`src/rtl/core/bcd_dmc_pkg.sv`:
```
// Shared types, constants and helper functions for the BCD display mode controller.
package bcd_dmc_pkg;

    localparam int unsigned STATION_W  = 6;
    localparam int unsigned ADDR_W     = 8;
    localparam int unsigned WORD_W     = 32;
    localparam int unsigned SHOWN_W    = 16;
    localparam int unsigned CODE_W     = 4;
    localparam int unsigned ENABLE_W   = 3;
    localparam int unsigned M1000_W    = 10;
    localparam int unsigned IN_DATA_W  = 80;
    localparam int unsigned OUT_DATA_W = 8;
    localparam int unsigned TEST_BIT   = 5;

    localparam logic [CODE_W-1:0]  CODE_BLANK = 4'd10;
    localparam logic [CODE_W-1:0]  DIGIT_MAX  = 4'd9;
    localparam logic [WORD_W-1:0]  TEST_WRAP  = 32'd900;
    localparam logic [WORD_W-1:0]  TEST_STEP1 = 32'd300;
    localparam logic [WORD_W-1:0]  TEST_STEP2 = 32'd600;
    localparam logic [WORD_W-1:0]  BLINK_WRAP = 32'd1000;
    localparam logic [M1000_W-1:0] M1000_LAST = 10'd999;
    localparam logic [M1000_W-1:0] BLINK_HALF = 10'd500;
    localparam logic [WORD_W-1:0]  TRIPLE_ONE = 32'd111;

    typedef enum logic [1:0] {
        SEL_UNITS,
        SEL_TENS,
        SEL_HUNDREDS
    } t_digit_sel;

    // Scan digit from the low counter byte: the byte modulo 3.
    function automatic t_digit_sel f_scan_sel(input logic [7:0] v);
        logic [3:0] s;
        t_digit_sel r;
        s = 4'(v[1:0]) + 4'(v[3:2]) + 4'(v[5:4]) + 4'(v[7:6]);
        case (s)
            4'd0, 4'd3, 4'd6, 4'd9, 4'd12: r = SEL_UNITS;
            4'd1, 4'd4, 4'd7, 4'd10:        r = SEL_TENS;
            4'd2, 4'd5, 4'd8, 4'd11:        r = SEL_HUNDREDS;
            default:                        r = SEL_UNITS;
        endcase
        return r;
    endfunction

    // Units digit of a 32-bit word, built from its residues modulo 5 and modulo 2.
    function automatic logic [3:0] f_mod10_32(input logic [31:0] v);
        logic [6:0]  s;
        logic [14:0] p;
        logic [4:0]  q;
        logic [6:0]  rem;
        s = '0;
        for (int i = 0; i < 8; i++) begin
            s = s + 7'(v[4*i +: 4]);
        end
        p   = 15'(s) * 15'd205;
        q   = p[14:10];
        rem = s - 7'(q) * 7'd5;
        return (rem[0] == v[0]) ? 4'(rem) : 4'(rem) + 4'd5;
    endfunction

endpackage

```
`src/rtl/core/bcd_dmc_digit.sv`:
```
// Decimal digit extraction of the shown value for the selected scan position.
module bcd_dmc_digit (
    input  logic [bcd_dmc_pkg::SHOWN_W-1:0] i_value,
    input  bcd_dmc_pkg::t_digit_sel         i_sel,
    output logic [bcd_dmc_pkg::CODE_W-1:0]  o_digit
);
    import bcd_dmc_pkg::*;

    logic [31:0] p10;
    logic [28:0] p100;
    logic [26:0] p1000;
    logic [12:0] q10;
    logic [9:0]  q100;
    logic [6:0]  q1000;
    logic [15:0] d0_full;
    logic [12:0] d1_full;
    logic [9:0]  d2_full;

    assign p10   = 32'(i_value) * 32'd52429;
    assign p100  = 29'(i_value[15:2]) * 29'd20972;
    assign p1000 = 27'(i_value[15:3]) * 27'd8389;

    assign q10   = p10[31:19];
    assign q100  = p100[28:19];
    assign q1000 = p1000[26:20];

    assign d0_full = i_value - ({q10, 3'b000} + {2'b00, q10, 1'b0});
    assign d1_full = q10 - ({q100, 3'b000} + {2'b00, q100, 1'b0});
    assign d2_full = q100 - ({q1000, 3'b000} + {2'b00, q1000, 1'b0});

    always_comb begin
        case (i_sel)
            SEL_UNITS:    o_digit = d0_full[CODE_W-1:0];
            SEL_TENS:     o_digit = d1_full[CODE_W-1:0];
            SEL_HUNDREDS: o_digit = d2_full[CODE_W-1:0];
            default:      o_digit = d2_full[CODE_W-1:0];
        endcase
    end

endmodule

```
`src/rtl/core/bcd_display_mode_controller.sv`:
```
// Top level of the three-digit multiplexed BCD display mode controller.
//
// The slave stream carries one transaction per event: tuser low is a refresh
// tick, tuser high is a command frame. A frame whose address matches the
// station id, while the station id does not select test mode, loads the
// value, the mode flags and either hold mode or a duration in ticks. Frames
// produce no output. Every tick produces one master transaction with the
// digit enables, the BCD code and the decimal point level.
// The user must write the station id through the configuration port only
// while idle; the block does not enforce it. Each accepted transaction is
// registered, then processed into the display and output registers. One
// transaction is accepted per cycle while no tick waits on a stalled master;
// the limit is the single state update per cycle of the tick counter and
// display lines. Reset is synchronous and active low; it clears both stream
// registers and the display state, leaving the code at blank. A stalled
// master holds its result, and the slave side stays ready while the
// processing register can drain, so frames still pass a stalled tick result.
module bcd_display_mode_controller (
    input  logic                                  i_clk,
    input  logic                                  i_rst_n,
    input  logic                                  i_cfg_wr_en,
    input  logic [bcd_dmc_pkg::STATION_W-1:0]     i_cfg_wr_data,
    input  logic                                  s_axis_tvalid,
    output logic                                  s_axis_tready,
    // dest_addr[7:0], show_number[8], blink_number[9], show_point[10],
    // blink_point[11], timed[12], value[44:13], duration[76:45], zero[79:77]
    input  logic [bcd_dmc_pkg::IN_DATA_W-1:0]     s_axis_tdata,
    // func[0]
    input  logic                                  s_axis_tuser,
    output logic                                  m_axis_tvalid,
    input  logic                                  m_axis_tready,
    // digit_enable[2:0], bcd_code[6:3], point[7]
    output logic [bcd_dmc_pkg::OUT_DATA_W-1:0]    m_axis_tdata
);
    import bcd_dmc_pkg::*;

    logic                    r_in_valid;
    logic [IN_DATA_W-1:0]    r_in_data;
    logic                    r_in_func;
    logic                    r_out_valid;
    logic [STATION_W-1:0]    r_station;

    logic [WORD_W-1:0]       r_tick,      n_tick;
    logic [M1000_W-1:0]      r_m1000,     n_m1000;
    logic [WORD_W-1:0]       r_shown,     n_shown;
    logic                    r_hold,      n_hold;
    logic [WORD_W-1:0]       r_time_left, n_time_left;
    logic [3:0]              r_flags,     n_flags;
    logic [ENABLE_W-1:0]     r_enable,    n_enable;
    logic [CODE_W-1:0]       r_code,      n_code;
    logic                    r_point,     n_point;

    logic                    test_mode;
    logic                    fire;
    logic                    fire_tick;
    logic [ADDR_W-1:0]       in_addr;
    logic [WORD_W-1:0]       tick_inc;
    logic [WORD_W-1:0]       test_tick;
    logic [WORD_W-1:0]       hold_tick;
    logic [M1000_W-1:0]      m_step;
    logic [M1000_W-1:0]      test_m;
    logic [M1000_W-1:0]      hold_m;
    logic [7:0]              scan_low;
    t_digit_sel              scan_sel;
    logic [ENABLE_W-1:0]     scan_enable;
    logic [CODE_W-1:0]       digit;
    logic [CODE_W-1:0]       unit_now;
    logic [CODE_W-1:0]       unit_next;
    logic                    test_step;
    logic                    expire;
    logic [M1000_W-1:0]      timed_m;

    assign test_mode = (r_station == '0) || r_station[TEST_BIT];
    assign fire      = r_in_valid && (r_in_func || !r_out_valid || m_axis_tready);
    assign fire_tick = fire && !r_in_func;
    assign s_axis_tready = !r_in_valid || fire;
    assign in_addr   = r_in_data[ADDR_W-1:0];

    assign tick_inc  = r_tick + 32'd1;
    assign test_tick = (tick_inc >= TEST_WRAP) ? '0 : tick_inc;
    assign hold_tick = (tick_inc >= BLINK_WRAP) ? '0 : tick_inc;
    assign m_step    = (tick_inc == '0) ? '0 :
                       ((r_m1000 == M1000_LAST) ? '0 : r_m1000 + 10'd1);
    assign test_m    = (test_tick == '0) ? '0 : m_step;
    assign hold_m    = (hold_tick == '0) ? '0 : m_step;

    assign scan_low  = test_mode ? test_tick[7:0] : (r_hold ? hold_tick[7:0] : tick_inc[7:0]);
    assign scan_sel  = f_scan_sel(scan_low);
    assign scan_enable = ENABLE_W'(1) << scan_sel;

    assign unit_now  = f_mod10_32(r_shown);
    assign unit_next = (unit_now == DIGIT_MAX) ? '0 : unit_now + 4'd1;
    assign test_step = (test_tick == '0) || (test_tick == TEST_STEP1) ||
                       (test_tick == TEST_STEP2);

    assign expire    = r_tick >= r_time_left;
    assign timed_m   = expire ? '0 : r_m1000;

    bcd_dmc_digit u_digit (
        .i_value (r_shown[SHOWN_W-1:0]),
        .i_sel   (scan_sel),
        .o_digit (digit)
    );

    always_comb begin
        n_tick      = r_tick;
        n_m1000     = r_m1000;
        n_shown     = r_shown;
        n_hold      = r_hold;
        n_time_left = r_time_left;
        n_flags     = r_flags;
        n_enable    = r_enable;
        n_code      = r_code;
        n_point     = r_point;
        if (fire) begin
            if (r_in_func) begin
                if (!test_mode && in_addr == {2'b00, r_station}) begin
                    n_tick  = '0;
                    n_m1000 = '0;
                    n_flags = r_in_data[11:8];
                    n_shown = r_in_data[44:13];
                    if (!r_in_data[12]) begin
                        n_hold = 1'b1;
                    end else begin
                        n_hold      = 1'b0;
                        n_time_left = r_in_data[76:45];
                    end
                end
            end else if (test_mode) begin
                n_tick   = test_tick;
                n_m1000  = test_m;
                n_enable = scan_enable;
                n_point  = 1'b0;
                if (test_step) begin
                    n_shown = 32'(unit_next) * TRIPLE_ONE;
                    n_code  = unit_next;
                end else begin
                    n_code  = digit;
                end
            end else if (r_hold) begin
                n_tick  = hold_tick;
                n_m1000 = hold_m;
                if (r_flags[0]) begin
                    if (r_flags[1] && !(hold_m > BLINK_HALF)) begin
                        n_enable = 3'b001;
                        n_code   = CODE_BLANK;
                        n_point  = 1'b1;
                    end else begin
                        n_enable = scan_enable;
                        n_code   = digit;
                        n_point  = 1'b0;
                    end
                end else if (r_flags[2]) begin
                    if (r_flags[3] && hold_m < BLINK_HALF) begin
                        n_enable = '0;
                        n_code   = CODE_BLANK;
                        n_point  = 1'b0;
                    end else begin
                        n_enable = 3'b001;
                        n_code   = CODE_BLANK;
                        n_point  = 1'b1;
                    end
                end
            end else if (r_time_left != '0) begin
                if (r_flags[0] && !expire) begin
                    n_tick  = tick_inc;
                    n_m1000 = m_step;
                    if (r_flags[1] && !(m_step > BLINK_HALF)) begin
                        n_enable = 3'b001;
                        n_code   = CODE_BLANK;
                        n_point  = 1'b1;
                    end else begin
                        n_enable = scan_enable;
                        n_code   = digit;
                        n_point  = 1'b0;
                    end
                end else begin
                    if (expire) begin
                        n_time_left = '0;
                        n_tick      = '0;
                        n_m1000     = '0;
                        n_enable    = '0;
                        n_code      = CODE_BLANK;
                        n_point     = 1'b0;
                    end
                    if (r_flags[2] && r_flags[3] &&
                        (timed_m == '0 || timed_m == BLINK_HALF)) begin
                        n_point = ~n_point;
                    end
                end
            end
        end
    end

    always_ff @(posedge i_clk) begin
        if (!i_rst_n) begin
            r_in_valid  <= 1'b0;
            r_out_valid <= 1'b0;
            r_station   <= '0;
            r_tick      <= '0;
            r_m1000     <= '0;
            r_shown     <= '0;
            r_hold      <= 1'b0;
            r_time_left <= '0;
            r_flags     <= '0;
            r_enable    <= '0;
            r_code      <= CODE_BLANK;
            r_point     <= 1'b0;
        end else begin
            if (s_axis_tready) begin
                r_in_valid <= s_axis_tvalid;
            end
            if (fire_tick) begin
                r_out_valid <= 1'b1;
            end else if (m_axis_tready) begin
                r_out_valid <= 1'b0;
            end
            if (i_cfg_wr_en) begin
                r_station <= i_cfg_wr_data;
            end
            r_tick      <= n_tick;
            r_m1000     <= n_m1000;
            r_shown     <= n_shown;
            r_hold      <= n_hold;
            r_time_left <= n_time_left;
            r_flags     <= n_flags;
            r_enable    <= n_enable;
            r_code      <= n_code;
            r_point     <= n_point;
        end
    end

    always_ff @(posedge i_clk) begin
        if (s_axis_tready && s_axis_tvalid) begin
            r_in_data <= s_axis_tdata;
            r_in_func <= s_axis_tuser;
        end
    end

    assign m_axis_tvalid = r_out_valid;
    assign m_axis_tdata  = {r_point, r_code, r_enable};

endmodule

```
`config.mk`:
```
export PLATFORM = sky130hd
export DESIGN_NAME = bcd_display_mode_controller
export DESIGN_NICKNAME = d
export VERILOG_FILES = /design/src/rtl/core/bcd_dmc_pkg.sv /design/src/rtl/core/bcd_dmc_digit.sv /design/src/rtl/core/bcd_display_mode_controller.sv
export SDC_FILE = /design/constraint.sdc
export NUM_CORES = 1
export LEC_CHECK = 0
export ABC_AREA = 1
export BUFFER_PORTS_ARGS = -buffer_cell sky130_fd_sc_hd__buf_2
export CORE_MARGIN = 5
export CORE_UTILIZATION = 50
export DETAILED_ROUTE_END_ITERATION = 8
export PLACE_DENSITY = 0.75
export SETUP_SLACK_MARGIN = 0.5
export SKIP_LAST_GASP = 1
export SYNTH_ARGS = -nofsm -noshare
export SYNTH_HDL_FRONTEND = slang
export SYNTH_SLANG_ARGS = --single-unit
```
`constraint.sdc`:
```
create_clock -name i_clk -period 14.3 [get_ports i_clk]
set_input_delay 1.43 -clock i_clk [delete_from_list [all_inputs] [get_ports i_clk]]
set_output_delay 1.43 -clock i_clk [all_outputs]
set_load 0.01 [all_outputs]
```
==> flow_summary.json, run 1 <==
{
  "status": "complete, no violations",
  "mostFrequentLayoutCell": "inv_1",
  "globalplace.congestion": 0.930,
  "syn_area_per_cell_sq_um": 8.28,
  "setup_tns_ns": 0,
  "reg2reg_depth": 55,
  "fp.coreArea_sq_um": 41900,
  "relSlewSlack": 0.190,
  "drive_gt1_frac": 0.0760,
  "cts_max_level": 1,
  "die_h_um": 215,
  "synthAdderAreaFrac": 0.374,
  "synth-simple-area-share": 0.175,
  "period_needed_ns": 12.67,
  "synth.area.mux_share": 0.00427,
  "switching_power_mw": 1.35,
  "portBuffers": 98,
  "synth_edf_count": 78,
  "io_pins": 102,
  "arrival_ns": 13.06,
  "rows": 75,
  "p_leak_nw": 11.6,
  "ant_nets": 0,
  "synth_area_leaders": "ha_1 (19%), fa_1 (18%), dfxtp_1 (12%), edfxtp_1 (11%), inv_1 (9.0%)",
  "setup_violations": 0,
  "synth_top_family_by_area": "adder cells",
  "crit_path_top_delay_cell": "dfxtp_1",
  "cts_buffers": 23,
  "ys_seq_elements": 205,
  "clk_pin_slew_worst_paths_ns": 0.06,
  "hold_depth": 2,
  "cp-end-kind": "flop",
  "power_density_nw_per_um2": 134,
  "seq_area_frac_synth": 0.231,
  "place_inst": 3154,
  "async_flop_share": 0,
  "fin_nets": 3248,
  "post_cts_buffers": 0,
  "r2r_start": "r_shown[14]$_SDFFE_PN0P_",
  "pre_cts_slack_ns": 1.68,
  "grt_pass1_wl_mm": 86.6,
  "irDropWorstVdd_uv": 310,
  "crit_path_start_kind": "flop",
  "synth_top_area_share": 0.193,
  "cp.required_ns": 14.69,
  "drt_iter0_drc": 1011,
  "clk_latency_ns": 0.55,
  "ys.warnings.count": 0,
  "worstPathMaxFanout": 12,
  "crit_type": "reg2reg",
  "cts-root-buf": "clkbuf_16",
  "drc": 0,
  "grt_pass1_vias": 17400,
  "synth_compound_area_frac": 0.0879,
  "holdCritPathClass": "reg2reg",
  "grt_antenna_before_repair": 0,
  "final_cell_mix": "inv_1 (505), nand2_1 (452), ha_1 (325)",
  "synth-xor-area-share": 0.0266,
  "place_area_sq_um": 22200,
  "ff2ff_setup_slack_ns": 1.63,
  "fin_crit_sh": 0.886,
  "synthCells": 2548,
  "tritoncts": "yes",
  "finalNonFillerCells": 3196,
  "die_width_um": 215,
  "clkPwrFrac": 0.187,
  "cts_hold_buf": 0,
  "start_util": 0.504,
  "rsz0062_at_grt": "false",
  "max_cap_viol_count": 0,
  "fin_area_sq_um": 22900,
  "wl_mm": 52.7,
  "cts.repair.resized": 0,
  "drv_slew": 0,
  "cpPeakStageDelay_ns": 0.77,
  "synthFlopType": "dfxtp_1",
  "syn_area_sq_um": 21100,
  "p_seq_frac": 0.209,
  "max_freq_mhz": 79.0,
  "fin_total_pwr_mw": 3.06,
  "clock_path_buffers": 3,
  "hold_viol_final": 0,
  "cts.sinks": 205,
  "first_pass_iters": 5,
  "fp.dieArea_sq_um": 46400,
  "path_common_cell": "inv_1",
  "worst_clock_skew_ns": 0.0328,
  "combPwrFrac": 0.604,
  "synth_top_area_cell": "ha_1",
  "grt_util_all_layers": 0.226,
  "synth_cell_types": 54,
  "crit_end": "r_shown[10]$_SDFFE_PN0P_",
  "worstSetupStartpoint": "r_shown[14]$_SDFFE_PN0P_",
  "overflow": 0,
  "dp_hpwl_mm": 43.2,
  "via_per_inst": 5.34,
  "worst_pin_slew_ns": 1.21,
  "n_antenna_cell": 0,
  "area_delta_synth_final_pct": 8.64,
  "swShare": 0.439,
  "vias": 17100,
  "post_drt_wl_per_cell_um": 16.5,
  "grt_max_degree": 65,
  "p_int_mw": 1.72,
  "setup_ws_ns": 1.63,
  "r2r_end": "r_shown[10]$_SDFFE_PN0P_",
  "synth_nets": 3156
}
-- final cells by class --
| type | instances | area (sq um) |
|---|---|---|
| fillers | 3819 | 18900 |
| multi-input cells | 1783 | 14100 |
| flip-flops and latches | 205 | 4880 |
| inverters | 514 | 1930 |
| well taps | 539 | 674 |
| repair buffers | 113 | 603 |
| clock buffers | 27 | 591 |
| clock inverters | 15 | 136 |
-- metrics by stage --
stage	hold WS, ns	utilization
detailed placement	0.456	0.531
finish	0.463	0.548
CTS	0.465	0.548
global route	0.481	0.548
global placement	0.455	0.531
floorplan	0.429	-
-- logic make-up after synthesis --
group | Yosys count
mux | 9
compound gates | 325
flops | 205
buf+inv | 560
xor+xnor | 64
fa+ha+maj | 516
simple gates | 869
-- layer usage --
layer	up-vias	wire (um)	global-route usage
li1	8393	-	-
met1	8110	22400	0.298
met2	472	25900	0.401
met3	79	3200	0.0277
met4	0	1090	0.0516
met5	-	0	0
-- cells in the mapped netlist (7+ instances only) --
cell type / instances
clkbuf_1: 34
nand3b_1: 12
edfxtp_1: 78
nand3_1: 107
fa_1: 191
a21oi_2: 9
nor3_1: 23
nand4_1: 21
nor2_2: 10
xor2_1: 33
a211oi_1: 8
dfxtp_1: 127
nand2_1: 452
o21ai_0: 67
nor2_1: 199
a21oi_1: 157
nand2_2: 11
mux2i_1: 9
a21o_1: 8
a31oi_1: 36
inv_1: 505
xnor2_1: 31
nor4_1: 15
o211ai_1: 7
o21bai_1: 7
ha_1: 325
-- registers in the layout, indices dropped and copies added (netlist names), 3 cells and up --
register	count
r_tick	32
r_enable	3
r_time_left	32
r_station	6
r_code	4
r_in_data	77
r_flags	4
r_m1000	10
r_shown	32
-- power groups by stage --
stage	Combinational, mW	Clock (mW)	Sequential [mW]
after floorplan	1.47	0	0.653
after detailed placement	1.85	0	0.653
after CTS	1.86	0.587	0.641
after global routing	2.17	0.611	0.642
final	1.85	0.574	0.641
after global placement	1.77	0	0.653
-- critical path: cells and delay by family (launching register included) --
family	cells	cell delay, ns
flip-flops	1	0.77
multiplexers	1	0.14
adder cells (fa/ha/maj)	18	7.30
XOR/XNOR	2	0.50
buffers and inverters	12	1.15
AND/OR/NAND/NOR	15	1.75
AO/OA/AOI/OAI	7	0.91
-- worst min-delay path by stage --
| stage | start | endpoint | slack, ns |
|---|---|---|---|
| after floorplan | r_in_data[12]$_DFFE_PP_ | r_hold$_SDFFE_PN0P_ | 0.43 |
| after global placement | r_shown[26]$_SDFFE_PN0P_ | r_shown[26]$_SDFFE_PN0P_ | 0.46 |
| after detailed placement | r_shown[20]$_SDFFE_PN0P_ | r_shown[20]$_SDFFE_PN0P_ | 0.46 |
| after CTS | r_shown[20]$_SDFFE_PN0P_ | r_shown[20]$_SDFFE_PN0P_ | 0.47 |
| after global routing | r_shown[17]$_SDFFE_PN0P_ | r_shown[17]$_SDFFE_PN0P_ | 0.48 |
| final | r_shown[26]$_SDFFE_PN0P_ | r_shown[26]$_SDFFE_PN0P_ | 0.46 |
(Power assumes the default switching activity.)
==> run 2: changes to the inputs <==
- ABC_AREA: 1 -> default
- ABC_CLOCK_PERIOD_IN_PS: default -> 14300
==> run 2 against run 1 <==
Setup slack worse by 0.076 ns; largest cell class unchanged; critical path depth decreased by 3; total power down 58%; critical endpoint unchanged.
==> flow_summary.json, run 2 <==
{
  "synth.area.mux_share": 0.0112,
  "synthAdderAreaFrac": 0.385,
  "syn_area_sq_um": 20500,
  "period_needed_ns": 12.74,
  "portBuffers": 98,
  "worst_clock_skew_ns": 0.0379,
  "setup_violations": 0,
  "grt_antenna_before_repair": 0,
  "cp-end-kind": "flop",
  "max_freq_mhz": 78.5,
  "clk_latency_ns": 0.54,
  "drc": 0,
  "rsz0062_at_grt": "false",
  "synth_top_area_share": 0.198,
  "cts.sinks": 205,
  "holdCritPathClass": "reg2reg",
  "reg2reg_depth": 52,
  "die_h_um": 213,
  "ys.warnings.count": 0,
  "drv_slew": 0,
  "synthCells": 2158,
  "grt_util_all_layers": 0.220,
  "synth_cell_types": 75,
  "globalplace.congestion": 0.930,
  "cp.required_ns": 14.67,
  "worstSetupStartpoint": "r_shown[6]$_SDFFE_PN0P_",
  "async_flop_share": 0,
  "worst_pin_slew_ns": 1.31,
  "hold_depth": 1,
  "wl_mm": 49.3,
  "dp_hpwl_mm": 39.2,
  "setup_tns_ns": 0,
  "via_per_inst": 5.65,
  "fillers": 3567,
  "vias": 15700,
  "place_inst": 2732,
  "crit_path_top_delay_cell": "fa_1",
  "post_drt_wl_per_cell_um": 17.8,
  "multi_input_area_sq_um": 13900,
  "synth-simple-area-share": 0.121,
  "crit_path_start_kind": "flop",
  "drt_iter0_drc": 972,
  "mostFrequentLayoutCell": "inv_1",
  "n_antenna_cell": 0,
  "ant_nets": 0,
  "status": "complete, no violations",
  "max_cap_viol_count": 0,
  "drive_gt1_frac": 0.0826,
  "cts-root-buf": "clkbuf_16",
  "tritoncts": "yes",
  "start_util": 0.503,
  "arrival_ns": 13.11,
  "syn_area_per_cell_sq_um": 9.50,
  "p_leak_nw": 11.0,
  "grt_max_degree": 81,
  "r2r_start": "r_shown[6]$_SDFFE_PN0P_",
  "synth-xor-area-share": 0.0415,
  "seqCellArea_sq_um": 4880,
  "fin_crit_sh": 0.891,
  "synth_nets": 2766,
  "hold_viol_final": 0,
  "seq_area_frac_synth": 0.238,
  "yosysMostFrequentCell": "inv_1",
  "synthFlopType": "dfxtp_1",
  "largest_reg_flops": 77,
  "cpPeakStageDelay_ns": 0.56,
  "final_cell_mix": "inv_1 (394), ha_1 (325), fa_1 (191)",
  "finalNonFillerCells": 2772,
  "clk_pin_slew_worst_paths_ns": 0.07,
  "relSlewSlack": 0.126,
  "io_pins": 102,
  "worstPathMaxFanout": 13,
  "fin_nets": 2832,
  "overflow": 0,
  "rows": 74,
  "fp.dieArea_sq_um": 45200,
  "min-delay-start": "r_in_data[12]$_DFFE_PP_",
  "first_pass_iters": 5,
  "clock_path_buffers": 3,
  "cts_hold_buf": 0,
  "ys_seq_elements": 205,
  "cts_buffers": 22,
  "synth_commonest_cells": "inv_1 (395), ha_1 (325), fa_1 (191)",
  "whs_ns": 0.459,
  "synth_compound_area_frac": 0.115,
  "fp.coreArea_sq_um": 40700,
  "synth_area_leaders": "ha_1 (20%), fa_1 (19%), dfxtp_1 (12%), edfxtp_1 (11%), inv_1 (7.2%)",
  "die_width_um": 213,
  "crit_type": "reg2reg",
  "power_density_nw_per_um2": 57.7,
  "path_common_cell": "fa_1",
  "synth_edf_count": 78,
  "cts_max_level": 1,
  "synth_top_area_cell": "ha_1",
  "top_register": "r_in_data",
  "area_delta_synth_final_pct": 8.43,
  "irDropWorstVdd_uv": 118,
  "grt_pass1_wl_mm": 81.1,
  "synth_top_family_by_area": "adder cells",
  "grt_pass1_vias": 16200
}
## run 2: where the power goes
group / total, mW / switching, mW / internal [mW]
sequential: 0.630 / 0.00743 / 0.622
combinational: 0.0956 / 0.0592 / 0.0364
clock: 0.558 / 0.246 / 0.312
total: 1.28 / 0.313 / 0.971
## run 2: final cells by class
| type | count | area share |
|---|---|---|
| clock inverter | 13 | 0.00574 |
| timing repair buffer | 118 | 0.0288 |
| inverter | 395 | 0.0667 |
| clock buffer | 27 | 0.0261 |
| sequential | 205 | 0.220 |
| multi-input combinational | 1482 | 0.623 |
| tap | 532 | 0.0299 |
## run 2: through the flow
stage               setup WS (ns)  cell area [sq um]  power [mW]  utilization
floorplan                    2.39              20500       0.704            -
global placement             1.38              21500       0.735        0.528
detailed placement           1.07              21500       0.738        0.528
CTS                          1.00              22200        1.29        0.545
global route                0.531              22200        1.33        0.546
finish                       1.56              22200        1.28        0.546
## run 2: kinds of logic (layout without fill, tap and decap cells)
| group | after synthesis | count (layout) |
|---|---|---|
| adders and majority gates | 516 | 516 |
| and+or+nand+nor | 492 | 492 |
| buffers and inverters | 471 | 553 |
| AOI/OAI and AO/OA | 357 | 357 |
| DFF | 205 | 205 |
| xor gates and xnor gates | 94 | 94 |
| muxes | 23 | 23 |
## run 2: timing repair
action | 4_1_cts | 5_1_grt
endpoints found under the setup margin | 0 | 4
hold endpoints to repair | 0 | 0
gates resized for setup | 0 | 4
setup buffers | 0 | 0
## run 2: per-layer routing
metal,up-vias,wire [um],track usage
met1,7614,21500,0.302
li1,7473,-,-
met5,-,0,0
met3,91,2910,0.0255
met2,484,23400,0.367
met4,0,1450,0.0673
## run 2: final timing paths
path	slack (ns)	end
setup / recovery	1.56	r_shown[10]$_SDFFE_PN0P_
hold / removal	0.46	r_hold$_SDFFE_PN0P_
setup reg to reg	1.56	r_shown[10]$_SDFFE_PN0P_
hold reg to reg	0.46	r_hold$_SDFFE_PN0P_
## run 2: critical path: cells and delay by family, from the launching register on
family                     cells  cell delay (ns)
AOI/OAI and AO/OA             15             2.48
xor gates and xnor gates       6             1.13
adders and majority gates     16             6.68
buffers and inverters          8             0.90
DFF                            1             0.31
and+or+nand+nor                7             1.06
